[src/sv/ffra_pkg.sv]
// Shared types, codes and defaults of the first-fit range allocator.
package ffra_pkg;

    localparam int FREE_SLOTS_DEF   = 64;
    localparam int HANDLE_SLOTS_DEF = 256;
    localparam int UNIT_BITS_DEF    = 32;

    localparam logic [1:0] MODE_ALLOC   = 2'd0;
    localparam logic [1:0] MODE_RELEASE = 2'd1;
    localparam logic [1:0] MODE_LOOKUP  = 2'd2;

    localparam logic [2:0] ST_OK         = 3'd0;
    localparam logic [2:0] ST_NO_FIT     = 3'd1;
    localparam logic [2:0] ST_NO_HANDLE  = 3'd2;
    localparam logic [2:0] ST_LIST_FULL  = 3'd3;
    localparam logic [2:0] ST_BAD_HANDLE = 3'd4;
    localparam logic [2:0] ST_ZERO_SIZE  = 3'd5;

    typedef struct packed {
        logic [1:0]  mode;
        logic [31:0] req_size;
        logic [7:0]  req_handle;
    } in_word_t;

    typedef struct packed {
        logic [2:0]  status;
        logic [7:0]  handle;
        logic [31:0] offset;
        logic [31:0] length;
    } out_word_t;

    // Free-list write data selection.
    typedef enum logic [2:0] {
        FW_SEED, FW_SPLIT, FW_COPY, FW_MERGE2, FW_LEFT, FW_RIGHT, FW_NEW
    } fwd_sel_t;

    // Free-list write address selection.
    typedef enum logic [1:0] {FA_ZERO, FA_IDX, FA_IDXM1, FA_K} fwa_sel_t;

    // Free-list read address selection.
    typedef enum logic [1:0] {FR_IDX, FR_KP1, FR_KM1} frd_sel_t;

    typedef struct packed {
        logic       accept;
        logic       seed;
        logic       fr_re;
        frd_sel_t   frd_sel;
        logic       fr_we;
        fwa_sel_t   fwa_sel;
        fwd_sel_t   fwd_sel;
        logic       idx_clr;
        logic       idx_inc;
        logic       k_load_idx;
        logic       k_load_cnt;
        logic       k_inc;
        logic       k_dec;
        logic       cnt_inc;
        logic       cnt_dec;
        logic       prev_ld;
        logic       cur_ld;
        logic       fit_ld;
        logic       rng_ld;
        logic       h_rd;
        logic       h_rd_head;
        logic       pop_link;
        logic       take_fresh;
        logic       h_wr_alloc;
        logic       rel_commit;
        logic       st_ld;
        logic [2:0] st_code;
        logic       emit;
    } cmd_t;

    typedef struct packed {
        logic [1:0] mode;
        logic       size_zero;
        logic       no_handle;
        logic       h_ok;
        logic       idx_lt_cnt;
        logic       idx_nz;
        logic       fit;
        logic       exact;
        logic       below;
        logic       ml;
        logic       mr;
        logic       full;
        logic       head_nz;
        logic       kp1_lt_cnt;
        logic       k_gt_idx;
        logic       seed_pend;
        logic       out_free;
    } stat_t;

endpackage

[src/sv/ffra_ctrl.sv]
// Controller state machine that sequences every request through the datapath.
module ffra_ctrl (
    input  logic           aclk,
    input  logic           aresetn,
    input  logic           s_valid,
    output logic           s_ready,
    input  ffra_pkg::stat_t st,
    output ffra_pkg::cmd_t  cmd
);
    import ffra_pkg::*;

    typedef enum logic [4:0] {
        S_IDLE, S_DISP, S_A_RD, S_A_CHK, S_A_HDL, S_A_LNK, S_A_WR,
        S_SL_RD, S_SL_WR, S_R_HCAP, S_R_RD, S_R_CHK, S_R_DEC,
        S_SR_RD, S_SR_WR, S_R_DONE, S_L_CAP, S_FIN
    } state_t;

    state_t state_reg, state_next;

    assign s_ready = (state_reg == S_IDLE) && !st.seed_pend;

    always_comb begin
        cmd        = '0;
        state_next = state_reg;
        unique case (state_reg)
            S_IDLE: begin
                if (st.seed_pend) begin
                    cmd.seed    = 1'b1;
                    cmd.fr_we   = 1'b1;
                    cmd.fwa_sel = FA_ZERO;
                    cmd.fwd_sel = FW_SEED;
                end else if (s_valid) begin
                    cmd.accept = 1'b1;
                    state_next = S_DISP;
                end
            end
            S_DISP: begin
                cmd.idx_clr = 1'b1;
                priority if (st.mode == MODE_ALLOC) begin
                    priority if (st.size_zero) begin
                        cmd.st_ld = 1'b1; cmd.st_code = ST_ZERO_SIZE; state_next = S_FIN;
                    end else if (st.no_handle) begin
                        cmd.st_ld = 1'b1; cmd.st_code = ST_NO_HANDLE; state_next = S_FIN;
                    end else begin
                        state_next = S_A_RD;
                    end
                end else if ((st.mode == MODE_RELEASE || st.mode == MODE_LOOKUP) && st.h_ok) begin
                    cmd.h_rd   = 1'b1;
                    state_next = (st.mode == MODE_RELEASE) ? S_R_HCAP : S_L_CAP;
                end else begin
                    cmd.st_ld = 1'b1; cmd.st_code = ST_BAD_HANDLE; state_next = S_FIN;
                end
            end
            S_A_RD: begin
                if (st.idx_lt_cnt) begin
                    cmd.fr_re = 1'b1; cmd.frd_sel = FR_IDX; state_next = S_A_CHK;
                end else begin
                    cmd.st_ld = 1'b1; cmd.st_code = ST_NO_FIT; state_next = S_FIN;
                end
            end
            S_A_CHK: begin
                if (st.fit) begin
                    cmd.fit_ld = 1'b1;
                    if (st.exact) begin
                        cmd.k_load_idx = 1'b1; state_next = S_SL_RD;
                    end else begin
                        cmd.fr_we = 1'b1; cmd.fwa_sel = FA_IDX; cmd.fwd_sel = FW_SPLIT;
                        state_next = S_A_HDL;
                    end
                end else begin
                    cmd.idx_inc = 1'b1; state_next = S_A_RD;
                end
            end
            S_A_HDL: begin
                if (st.head_nz) begin
                    cmd.h_rd = 1'b1; cmd.h_rd_head = 1'b1; state_next = S_A_LNK;
                end else begin
                    cmd.take_fresh = 1'b1; state_next = S_A_WR;
                end
            end
            S_A_LNK: begin
                cmd.pop_link = 1'b1; state_next = S_A_WR;
            end
            S_A_WR: begin
                cmd.h_wr_alloc = 1'b1;
                cmd.st_ld = 1'b1; cmd.st_code = ST_OK; state_next = S_FIN;
            end
            S_SL_RD: begin
                if (st.kp1_lt_cnt) begin
                    cmd.fr_re = 1'b1; cmd.frd_sel = FR_KP1; state_next = S_SL_WR;
                end else begin
                    cmd.cnt_dec = 1'b1;
                    state_next  = (st.mode == MODE_ALLOC) ? S_A_HDL : S_R_DONE;
                end
            end
            S_SL_WR: begin
                cmd.fr_we = 1'b1; cmd.fwa_sel = FA_K; cmd.fwd_sel = FW_COPY;
                cmd.k_inc = 1'b1; state_next = S_SL_RD;
            end
            S_R_HCAP: begin
                cmd.rng_ld = 1'b1; state_next = S_R_RD;
            end
            S_R_RD: begin
                if (st.idx_lt_cnt) begin
                    cmd.fr_re = 1'b1; cmd.frd_sel = FR_IDX; state_next = S_R_CHK;
                end else begin
                    state_next = S_R_DEC;
                end
            end
            S_R_CHK: begin
                cmd.cur_ld = 1'b1;
                if (st.below) begin
                    cmd.prev_ld = 1'b1; cmd.idx_inc = 1'b1; state_next = S_R_RD;
                end else begin
                    state_next = S_R_DEC;
                end
            end
            S_R_DEC: begin
                priority if (st.ml && st.mr) begin
                    cmd.fr_we = 1'b1; cmd.fwa_sel = FA_IDXM1; cmd.fwd_sel = FW_MERGE2;
                    cmd.k_load_idx = 1'b1; state_next = S_SL_RD;
                end else if (st.ml) begin
                    cmd.fr_we = 1'b1; cmd.fwa_sel = FA_IDXM1; cmd.fwd_sel = FW_LEFT;
                    state_next = S_R_DONE;
                end else if (st.mr) begin
                    cmd.fr_we = 1'b1; cmd.fwa_sel = FA_IDX; cmd.fwd_sel = FW_RIGHT;
                    state_next = S_R_DONE;
                end else if (st.full) begin
                    cmd.st_ld = 1'b1; cmd.st_code = ST_LIST_FULL; state_next = S_FIN;
                end else begin
                    cmd.k_load_cnt = 1'b1; state_next = S_SR_RD;
                end
            end
            S_SR_RD: begin
                if (st.k_gt_idx) begin
                    cmd.fr_re = 1'b1; cmd.frd_sel = FR_KM1; state_next = S_SR_WR;
                end else begin
                    cmd.fr_we = 1'b1; cmd.fwa_sel = FA_IDX; cmd.fwd_sel = FW_NEW;
                    cmd.cnt_inc = 1'b1; state_next = S_R_DONE;
                end
            end
            S_SR_WR: begin
                cmd.fr_we = 1'b1; cmd.fwa_sel = FA_K; cmd.fwd_sel = FW_COPY;
                cmd.k_dec = 1'b1; state_next = S_SR_RD;
            end
            S_R_DONE: begin
                cmd.rel_commit = 1'b1;
                cmd.st_ld = 1'b1; cmd.st_code = ST_OK; state_next = S_FIN;
            end
            S_L_CAP: begin
                cmd.rng_ld = 1'b1;
                cmd.st_ld = 1'b1; cmd.st_code = ST_OK; state_next = S_FIN;
            end
            S_FIN: begin
                if (st.out_free) begin
                    cmd.emit = 1'b1; state_next = S_IDLE;
                end
            end
            default: state_next = S_IDLE;
        endcase
    end

    always_ff @(posedge aclk) begin
        if (!aresetn) begin
            state_reg <= S_IDLE;
        end else begin
            state_reg <= state_next;
        end
    end
endmodule

[config.mk]
export PLATFORM = sky130hd
export DESIGN_NAME = ffra_ctrl
export DESIGN_NICKNAME = d
export VERILOG_FILES = /design/src/sv/ffra_pkg.sv /design/src/sv/ffra_ctrl.sv
export SDC_FILE = /design/constraint.sdc
export NUM_CORES = 1
export LEC_CHECK = 0
export ABC_AREA = 1
export BUFFER_PORTS_ARGS = -buffer_cell sky130_fd_sc_hd__buf_2
export CELL_PAD_IN_SITES_DETAIL_PLACEMENT = 1
export CELL_PAD_IN_SITES_GLOBAL_PLACEMENT = 2
export CORE_MARGIN = 5
export CORE_UTILIZATION = 21
export CTS_BUF_LIST = sky130_fd_sc_hd__clkbuf_8
export CTS_CLUSTER_DIAMETER = 100
export CTS_CLUSTER_SIZE = 30
export DETAILED_ROUTE_END_ITERATION = 10
export MAX_ROUTING_LAYER = met4
export PLACE_DENSITY = 0.9
export SLEW_MARGIN = 30
export SYNTH_ARGS = -nofsm -noshare
export SYNTH_HDL_FRONTEND = slang
export SYNTH_SLANG_ARGS = --single-unit
[constraint.sdc]
create_clock -name aclk -period 1.78 [get_ports aclk]
set_clock_uncertainty 0.15 [all_clocks]
set_input_delay 0.178 -clock aclk [delete_from_list [all_inputs] [get_ports aclk]]
set_output_delay 0.178 -clock aclk [all_outputs]
set_load 0.005 [all_outputs]
Word level (Yosys, flattened, before mapping)
Cells that the tools add are included. W data, S select, Z words.

Register bits after elaboration: 5. Bits of input ports: 21. Logic and storage cells: 118. Output and inout port bits: 35.

Equality and inequality tests: 22. Reduce and logical (&&, ||, !) cells: 12. Mux-type cells: 83.

Operators with widths (count): $pmux W5 S16 (1); $mux W5 (13); $mux W4 (11); $mux W6 (7); $eq A5 B4 Y1 const B (8); $mux W1 (34); $pmux W6 S5 (1); $eq A5 B3 Y1 const B (4); $mux W3 (6); $pmux W4 S4 (1); $eq A5 B2 Y1 const B (2); $eq A5 B5 Y1 const B (2); $mux W2 (5); $pmux W3 S3 (1); $ne A2 B2 Y1 const B (3); $pmux W1 S2 (3); $reduce_or A2 Y1 (3); $eq A5 B1 Y1 const B (1); $logic_not A5 Y1 (1); $logic_and A1 B1 Y1 (3); $reduce_and A3 Y1 (1); $reduce_or A3 Y1 (1); $eq A2 B1 Y1 const B (1); $eq A2 B2 Y1 const B (1); 3 further kinds (3).

Depth between registers and ports, before layout
Gate-level depths: netlist (run 1).

Depth after elaboration: 6. Mapped depth: 11. Depth with buffers taken out: 11.

Least setup slack after synthesis (run 1)
OpenSTA, ideal clock, no wires.

Kind: flip-flop to output port. Start: reg state_reg[0]. End: out cmd[26] (netlist name). Path buffers: 0. Required time: 1.452 ns. Path slack: 0.277 ns. Stages on the path, launching flop included: 9. Arrival: 1.175 ns. Path through: dfxtp_1 nand2_1 nor2_1 nand2_1 nor2_2 nand2_1 nand2_1 inv_1 nand2_1.

RTL lines: start: declaration (line ffra_ctrl.sv:18) `state_t state_reg, state_next;`; start signal: assignment (line ffra_ctrl.sv:167) `state_reg <= state_next;`; end: declaration (line ffra_ctrl.sv:8) `output ffra_pkg::cmd_t cmd`.

==> impl_metrics.env, run 1 <==
export IMPL_failed_checks="negative setup slack"
export IMPL_area_growth_pct=89.99
export IMPL_layout_commonest_cell="buf_2"
export IMPL_crit_end="cmd[4]"
export IMPL_p_leak_nw=1.140
export IMPL_reg2reg_depth=10
export IMPL_num_vias=1575
export IMPL_overflow=0
export IMPL_drv_slew=0
export IMPL_seq_area_um2=118.9
export IMPL_startpoint="state_reg[2]"
export IMPL_grt_pass1_wl_um=7990
export IMPL_cts_buffers=3
export IMPL_reg2reg_from="state_reg[0]"
export IMPL_synthesis_nets=210
export IMPL_ioPinCount=56
export IMPL_wl_per_cell_um=14.68
export IMPL_busiest_layer="met2"
export IMPL_drive_gt1_share_pct=56.47
export IMPL_worstPathArrival_ns=1.49
export IMPL_fin_nets=305
export IMPL_use_met1_pct=18.82
export IMPL_tritoncts="done"
export IMPL_cts_root_buf="clkbuf_8"
export IMPL_status="complete, but fails checks"
export IMPL_core_area_um2=4723
export IMPL_drt_total_wl_um=5063
export IMPL_htree_levels=1
export IMPL_period_minus_slack_ns=1.817
export IMPL_reg2reg_to="state_reg[4]"
export IMPL_path_max_fanout=8
export IMPL_startpoint_type="flip-flop"
export IMPL_power_frac_seq_pct=11.9
export IMPL_grt_pass1_vias=1695
export IMPL_multi_input_area_um2=939.7
export IMPL_end_kind="output pin"
export IMPL_finalCritPeriodShare_pct=102.1
export IMPL_clk_latency_ns=0.23
export IMPL_grt_usage_pct=16.05
export IMPL_relSlewSlack_pct=75.85
export IMPL_finish_instance_area_um2=1947
export IMPL_hold_violations=0
export IMPL_cts_sinks=5
export IMPL_grtUsageMet2_pct=29.97
export IMPL_synth_cell_area_um2=1025
export IMPL_p_comb_share_pct=73.9
export IMPL_grt_use_met3_pct=1.580
export IMPL_ant_nets=0
export IMPL_most_common_layout_cells="buf_2 (54), buf_4 (34), inv_1 (32), nand2_1 (27), nor2_1 (19)"
export IMPL_die_w_um=79.86
export IMPL_hp_class="primary input to flip-flop"
export IMPL_largest_reg_flops=5
export IMPL_grt_max_degree=9
export IMPL_io_buffer_count=54
export IMPL_ctsHoldBuffers=0
export IMPL_worst_slew_pin_slew_ns=0.3594
export IMPL_rsz0062_at_grt="true"
export IMPL_p_clk_share_pct=14.1
export IMPL_path_class="flip-flop to output pin"
export IMPL_antenna_found_initial=0
export IMPL_drcViolationCount=0
export IMPL_final_core_util_pct=41.22
export IMPL_setup_viol=4
export IMPL_cp_required_ns=1.45
export IMPL_drt_initial_drc_count=91
export IMPL_seq_area_frac_synth_pct=9.768
export IMPL_p_sw_share_pct=46.04
export IMPL_max_cap_violations=0
export IMPL_antenna_cells=0
export IMPL_yosysUniqueCellTypes=32
export IMPL_hpwl_um=3861
export IMPL_max_freq_ghz=0.5503
export IMPL_synthCells=184
export IMPL_ys_warnings_count=0
export IMPL_intPower_uw=819.2
export IMPL_n_fill_cell=627
export IMPL_clockBufferDepth=2
export IMPL_die_h_um=79.86
export IMPL_synth_seq_cells=5
export IMPL_avgSynthCellArea_um2=5.569
export IMPL_path_clk_slew_ns=0.04
export IMPL_dieArea_um2=6377
export IMPL_start_util_pct=21.70
export IMPL_power_switching_uw=699.0
export IMPL_placement_cell_area_um2=1528
export IMPL_reg2reg_slack_ns=0.04
export IMPL_rows=25
export IMPL_ir_drop_mv=0.3510
export IMPL_gp_congestion=0.8903
export IMPL_viasPerCell=4.565
export IMPL_pwr_density_cell_nw_per_um2=779.8
export IMPL_dr_pass1_iters=4
export IMPL_finalWorstSetupSlack_ns=-0.03720
[per-stage QoR]
stage | std cells | setup TNS [ns] | worst slack, ns | hold slack (ns) | power (mW)
floorplan | 184 | 0 | 0.2768 | 0.1256 | 0.6017
global placement | 325 | -0.08772 | -0.04821 | 0.2500 | 0.9602
detailed placement | 325 | -0.2234 | -0.1078 | 0.2585 | 0.9737
CTS | 338 | -0.2001 | -0.05259 | 0.02544 | 1.334
global route | 345 | -0.9192 | -0.1097 | 0.04707 | 1.631
finish | 345 | -0.1061 | -0.03720 | 0.04060 | 1.518
[cell usage after synthesis]
cell type,count,area [um^2]
a21oi_1,5,25.02
a311o_1,1,10.01
a31oi_1,1,6.260
a41oi_1,1,8.760
and3_1,1,6.260
buf_2,1,5.000
buf_6,1,11.26
dfxtp_1,5,100.1
ha_1,5,62.56
inv_1,35,131.4
inv_2,9,33.78
nand2_1,37,138.9
nand2_2,2,12.51
nand3_1,15,75.07
nand3_2,2,20.02
nand3_4,1,17.52
nand3b_1,1,7.510
nand4_1,4,25.02
nor2_1,27,101.4
nor2_2,2,12.51
nor2_4,5,56.30
nor3_1,5,25.02
nor3_2,2,20.02
nor4_1,1,6.260
nor4_2,1,12.51
o2111ai_1,3,26.28
o211ai_1,1,7.510
o21ai_0,4,20.02
o21ai_1,2,10.01
o311ai_1,1,8.760
o31ai_1,2,15.01
or2_1,1,6.260
[worst max-delay path, stage by stage, from the launching register on]
cell,delay (ns)
dfxtp_4,0.43
nor2_4,0.05
buf_12,0.14
buf_4,0.13
nand3_2,0.08
nand3_2,0.10
nor2_2,0.14
nand2_1,0.07
buf_2,0.13
[layer usage]
layer  share of wire, %  vias up
met2                 54       53
met4               0.67        0
met1                 41      736
li1                   -      782
met5                  0        -
met3                4.9        4
[power by group through the flow]
stage / combinational, mW / sequential [mW] / clock, mW
3_3_place_gp: 0.792 / 0.168 / 0
3_5_place_dp: 0.805 / 0.169 / 0
4_1_cts: 0.936 / 0.180 / 0.219
2_1_floorplan: 0.433 / 0.169 / 0
6_report: 1.12 / 0.181 / 0.214
5_1_grt: 1.21 / 0.189 / 0.228
[cell type report]
class / count / area share, %
multi-input cells: 133 / 48.26
repair buffers: 92 / 29.76
inverters: 44 / 9.254
flip-flops and latches: 5 / 6.105
well taps: 67 / 4.306
clock buffers: 3 / 2.121
clock inverters: 1 / 0.1928
[logic make-up after synthesis]
kind of cell	after synthesis	synth area share, %
compound gates	21	13.43
buf+inv	46	17.70
simple gates	107	52.99
fa+ha+maj	5	6.105
flops	5	9.768
[repair_timing]
item / CTS / global route
endpoints found under the setup margin: 24 / 21
pin swaps: 9 / 13
resized for setup: 33 / 36
buffers inserted: 9 / 7
hold endpoints to repair: 0 / 0
[how the worst min path moves through the flow]
| stage | from | endpoint | cells past startpoint |
|---|---|---|---|
| final | aresetn | state_reg[4] | 3 |
| after global routing | aresetn | state_reg[1] | 3 |
| after CTS | aresetn | state_reg[4] | 3 |
| after detailed placement | aresetn | state_reg[4] | 3 |
| after global placement | aresetn | state_reg[4] | 3 |
| after floorplan | aresetn | state_reg[4] | 2 |
No activity file was read; power rests on OpenSTA's default activity.
==> run 2: changes to the inputs <==
- PLACE_DENSITY: 0.9 -> not set
- PLACE_DENSITY_LB_ADDON: not set -> 0.15
==> impl_metrics.env, run 2 (synthesis gave the netlist of run 1 again) <==
export IMPL_status="complete, but fails checks"
export IMPL_failed_checks="negative setup slack"
export IMPL_cts_buffers=3
export IMPL_ioPinCount=56
export IMPL_drt_total_wl_um=4750
export IMPL_path_common_cell="nor2_4"
export IMPL_drt_initial_drc_count=38
export IMPL_gp_congestion=0.7712
export IMPL_dieArea_um2=6377
export IMPL_setup_viol=5
export IMPL_crit_chain="buf_6 > nor2_4 > buf_12 > nand2_4 > nor2_4 > nand2_2 > nor2_4 > nor2_1 > nand2_1 > buf_2"
export IMPL_max_cap_violations=0
export IMPL_worst_slew_pin_slew_ns=0.2937
export IMPL_die_w_um=79.86
export IMPL_num_vias=1533
export IMPL_hp_class="primary input to flip-flop"
export IMPL_rsz0062_at_grt="true"
export IMPL_die_h_um=79.86
export IMPL_cts_sinks=5
export IMPL_period_minus_slack_ns=1.838
export IMPL_hpwl_um=3878
export IMPL_start_util_pct=21.70
export IMPL_startpoint_type="flip-flop"
export IMPL_drcViolationCount=0
export IMPL_io_buffer_count=54
export IMPL_wl_per_cell_um=13.85
export IMPL_end_kind="output pin"
export IMPL_clockBufferDepth=2
export IMPL_crit_path_max_incr_delay_ns=0.36
export IMPL_layout_commonest_cell="buf_2"
export IMPL_overflow=0
export IMPL_max_freq_ghz=0.5440
export IMPL_ir_drop_mv=0.2435
export IMPL_cts_root_buf="clkbuf_8"
export IMPL_crit_family="simple AND/OR/NAND/NOR gates"
export IMPL_cp_required_ns=1.45
export IMPL_pwr_density_cell_nw_per_um2=798.3
export IMPL_core_area_um2=4723
export IMPL_antenna_found_initial=0
export IMPL_area_growth_pct=89.38
export IMPL_dr_pass1_iters=5
export IMPL_fin_nets=303
export IMPL_path_class="flip-flop to output pin"
export IMPL_viasPerCell=4.469
export IMPL_antenna_cells=0
export IMPL_grt_pass1_vias=1563
export IMPL_drv_slew=0
export IMPL_path_max_fanout=7
export IMPL_finalCritPeriodShare_pct=103.3
export IMPL_grt_pass1_wl_um=7486
export IMPL_ant_nets=0
export IMPL_tritoncts="done"
export IMPL_final_core_util_pct=41.09
export IMPL_relSlewSlack_pct=80.26
export IMPL_p_leak_nw=1.134
export IMPL_grt_max_degree=9
export IMPL_worst_path_buf_inv=3
export IMPL_finalWorstSetupSlack_ns=-0.05813
export IMPL_most_common_layout_cells="buf_2 (53), inv_1 (33), nand2_1 (30), buf_4 (26), nor2_1 (16)"
export IMPL_fin_tns_setup_ns=-0.1374
export IMPL_largest_reg_flops=5
export IMPL_worstPathArrival_ns=1.51
export IMPL_dp_slack_ns=-0.05087
export IMPL_grt_usage_pct=15.20
export IMPL_drive_gt1_share_pct=54.71
export IMPL_rows=25
export IMPL_htree_levels=1
export IMPL_hold_violations=0
export IMPL_clk_latency_ns=0.22
export IMPL_path_clk_slew_ns=0.03
export IMPL_slowest_stage="dfxtp_4"
run 2: worst paths after layout:
kind,from,end,slack [ns],cells past startpoint
max,state_reg[2],cmd[4],-0.06,10
min,aresetn,state_reg[4],0.03,3
max reg2reg,state_reg[2],state_reg[0],0.08,12
min reg2reg,state_reg[4],state_reg[0],0.62,5
run 2: metrics by stage:
| step | area [um^2] | total power, mW | hold WS (ns) | instances |
|---|---|---|---|---|
| detailed placement | 1535 | 0.9845 | 0.2641 | 326 |
| CTS | 1669 | 1.246 | 0.03666 | 334 |
| global route | 1941 | 1.683 | 0.05856 | 343 |
| finish | 1941 | 1.549 | 0.03286 | 343 |
| floorplan | 1025 | 0.6017 | 0.1256 | 184 |
| global placement | 1535 | 0.9833 | 0.2637 | 326 |
run 2: per-layer routing:
metal | share of wire [%] | track usage (%) | wire, um
met1 | 46 | 20.36 | 2203
met2 | 50 | 25.71 | 2389
met3 | 3.1 | 0.4515 | 147
met4 | 0.21 | 3.041 | 10
met5 | 0 | - | 0
run 2: power by group:
group / total [mW] / internal, mW / leakage (nW) / switching [mW]
clock network: 0.200 / 0.148 / 0.0269 / 0.0528
logic: 1.16 / 0.554 / 1.06 / 0.602
registers: 0.192 / 0.144 / 0.0444 / 0.0476
total: 1.55 / 0.846 / 1.13 / 0.703
run 2: worst reg2reg max path, delay by kind of cell (launching register included):
family,cells,cell delay (ns)
simple gates,8,0.59
compound gates,1,0.13
buf+inv,3,0.39
flops,1,0.36
run 2: cell type report:
class | count | area [um^2]
timing repair buffer | 90 | 601.8
multi-input combinational | 133 | 918.4
tap | 67 | 83.83
clock buffer | 3 | 41.29
fill | 622 | 2783
clock inverter | 1 | 3.754
inverter | 44 | 172.7
sequential | 5 | 118.9
run 2: repair_timing:
item                       4_1_cts  5_1_grt
pin swaps                        4       16
hold buffers                     0        0
setup buffers                    4       11
resized for setup               20       49
setup endpoints to repair       26       25
==> run 3: changes to the inputs <==
- CELL_PAD_IN_SITES_DETAIL_PLACEMENT: 1 -> 0
- CELL_PAD_IN_SITES_GLOBAL_PLACEMENT: 2 -> 1
- CORE_UTILIZATION: 21 -> 29
- SLEW_MARGIN: 30 -> 10
==> impl_metrics.env, run 3 (synthesis gave the netlist of run 1 again) <==
export IMPL_power_frac_seq_pct=15.6
export IMPL_cts_buffers=3
export IMPL_drv_slew=0
export IMPL_drt_initial_drc_count=125
export IMPL_setup_viol=0
export IMPL_dr_pass1_iters=4
export IMPL_num_vias=1501
export IMPL_path_class="flip-flop to output pin"
export IMPL_p_comb_share_pct=68.1
export IMPL_dieArea_um2=4823
export IMPL_hold_violations=0
export IMPL_p_clk_share_pct=16.4
export IMPL_max_cap_violations=0
export IMPL_pwr_density_cell_nw_per_um2=725.1
export IMPL_layout_commonest_cell="buf_2"
export IMPL_core_area_um2=3390
export IMPL_grt_pass1_wl_um=6423
export IMPL_seq_area_um2=118.9
export IMPL_path_max_fanout=7
export IMPL_area_growth_pct=71.79
export IMPL_startpoint_type="flip-flop"
export IMPL_ctsHoldBuffers=0
export IMPL_gp_congestion=0.8327
export IMPL_drcViolationCount=0
export IMPL_max_freq_ghz=0.5620
export IMPL_io_buffer_count=54
export IMPL_multi_input_area_um2=857.1
export IMPL_finish_instance_area_um2=1760
export IMPL_die_h_um=69.45
export IMPL_hp_class="primary input to flip-flop"
export IMPL_overflow=0
export IMPL_end_kind="output pin"
export IMPL_drive_gt1_share_pct=50.74
export IMPL_relSlewSlack_pct=75.23
export IMPL_ioPinCount=56
export IMPL_cp_required_ns=1.45
export IMPL_clockBufferDepth=2
export IMPL_period_minus_slack_ns=1.779
export IMPL_worstPathArrival_ns=1.45
export IMPL_grt_max_degree=9
export IMPL_path_clk_slew_ns=0.04
export IMPL_p_sw_share_pct=47.29
export IMPL_rows=21
export IMPL_status="finished, final reports clean"
export IMPL_hpwl_um=3166
export IMPL_placement_cell_area_um2=1464
export IMPL_antenna_cells=0
export IMPL_largest_reg_flops=5
export IMPL_wl_per_cell_um=12.52
export IMPL_p_leak_nw=1.071
export IMPL_ant_nets=0
export IMPL_cts_sinks=5
export IMPL_drt_total_wl_um=3955
export IMPL_fin_tns_setup_ns=0
export IMPL_clk_latency_ns=0.22
export IMPL_intPower_uw=672.9
export IMPL_hold_ws_ns=0.02672
export IMPL_worst_slew_pin_slew_ns=0.3685
export IMPL_tritoncts="done"
export IMPL_most_common_layout_cells="buf_2 (54), inv_1 (32), nand2_1 (31), buf_4 (28), nor2_1 (22)"
export IMPL_grt_pass1_vias=1428
export IMPL_viasPerCell=4.750
export IMPL_grt_usage_pct=16.54
export IMPL_htree_levels=1
export IMPL_n_fill_cell=369
export IMPL_power_switching_uw=603.6
export IMPL_rsz0062_at_grt="true"
export IMPL_die_w_um=69.45
export IMPL_antenna_found_initial=0
export IMPL_power_mw=1.277
export IMPL_finalCritPeriodShare_pct=99.96
export IMPL_cts_root_buf="clkbuf_8"
export IMPL_ir_drop_mv=0.3508
export IMPL_fin_nets=297
export IMPL_start_util_pct=30.23
run 3: final cells by class:
type | instances | area share [%]
multi-input cells | 133 | 48.69
repair buffers | 84 | 28.57
inverters | 44 | 10.09
flip-flops and latches | 5 | 6.752
well taps | 46 | 3.269
clock buffers | 3 | 2.345
clock inverters | 1 | 0.2843
run 3: timing repair:
item | 4_1_cts | 5_1_grt
resized for setup | 25 | 22
buffers inserted | 3 | 10
pin swaps | 4 | 9
setup endpoints to repair | 20 | 15
run 3: stage by stage:
step,instances,worst slack (ns),util [%]
detailed placement,299,-0.02666,43.19
CTS,306,-0.01107,47.73
floorplan,184,0.2768,-
global route,316,-0.1046,51.94
finish,316,0.0006541,51.94
global placement,299,-0.02499,43.19
run 3: worst paths after layout:
check | startpoint | end | slack [ns] | cells after the start
worst max-delay path | state_reg[3] | cmd[1] | 0.0007 | 7
worst min-delay path | aresetn | state_reg[4] | 0.03 | 3
worst max register to register | state_reg[4] | state_reg[2] | 0.16 | 9
worst min register to register | state_reg[2] | state_reg[1] | 0.62 | 4
run 3: power groups by stage:
stage | logic (mW) | clock network [mW] | registers [mW]
2_1_floorplan | 0.433 | 0 | 0.169
3_3_place_gp | 0.709 | 0 | 0.170
3_5_place_dp | 0.696 | 0 | 0.170
4_1_cts | 0.759 | 0.213 | 0.188
5_1_grt | 0.958 | 0.225 | 0.203
6_report | 0.869 | 0.209 | 0.199
run 3: per-layer routing:
layer / up-vias / global-route usage (%) / share of wire (%)
li1: 765 / - / -
met1: 677 / 20.98 / 47
met2: 53 / 26.80 / 46
met3: 6 / 3.188 / 5.9
met4: 0 / 4.338 / 1.4
met5: - / - / 0
run 3: worst max-delay path: stages (launching register included):
cell and delay, ns:
dfxtp_4 0.38, nor2_4 0.22, buf_4 0.16, nand2_2 0.06, nor2_2 0.10, inv_1 0.06, o311ai_1 0.08, buf_2 0.16
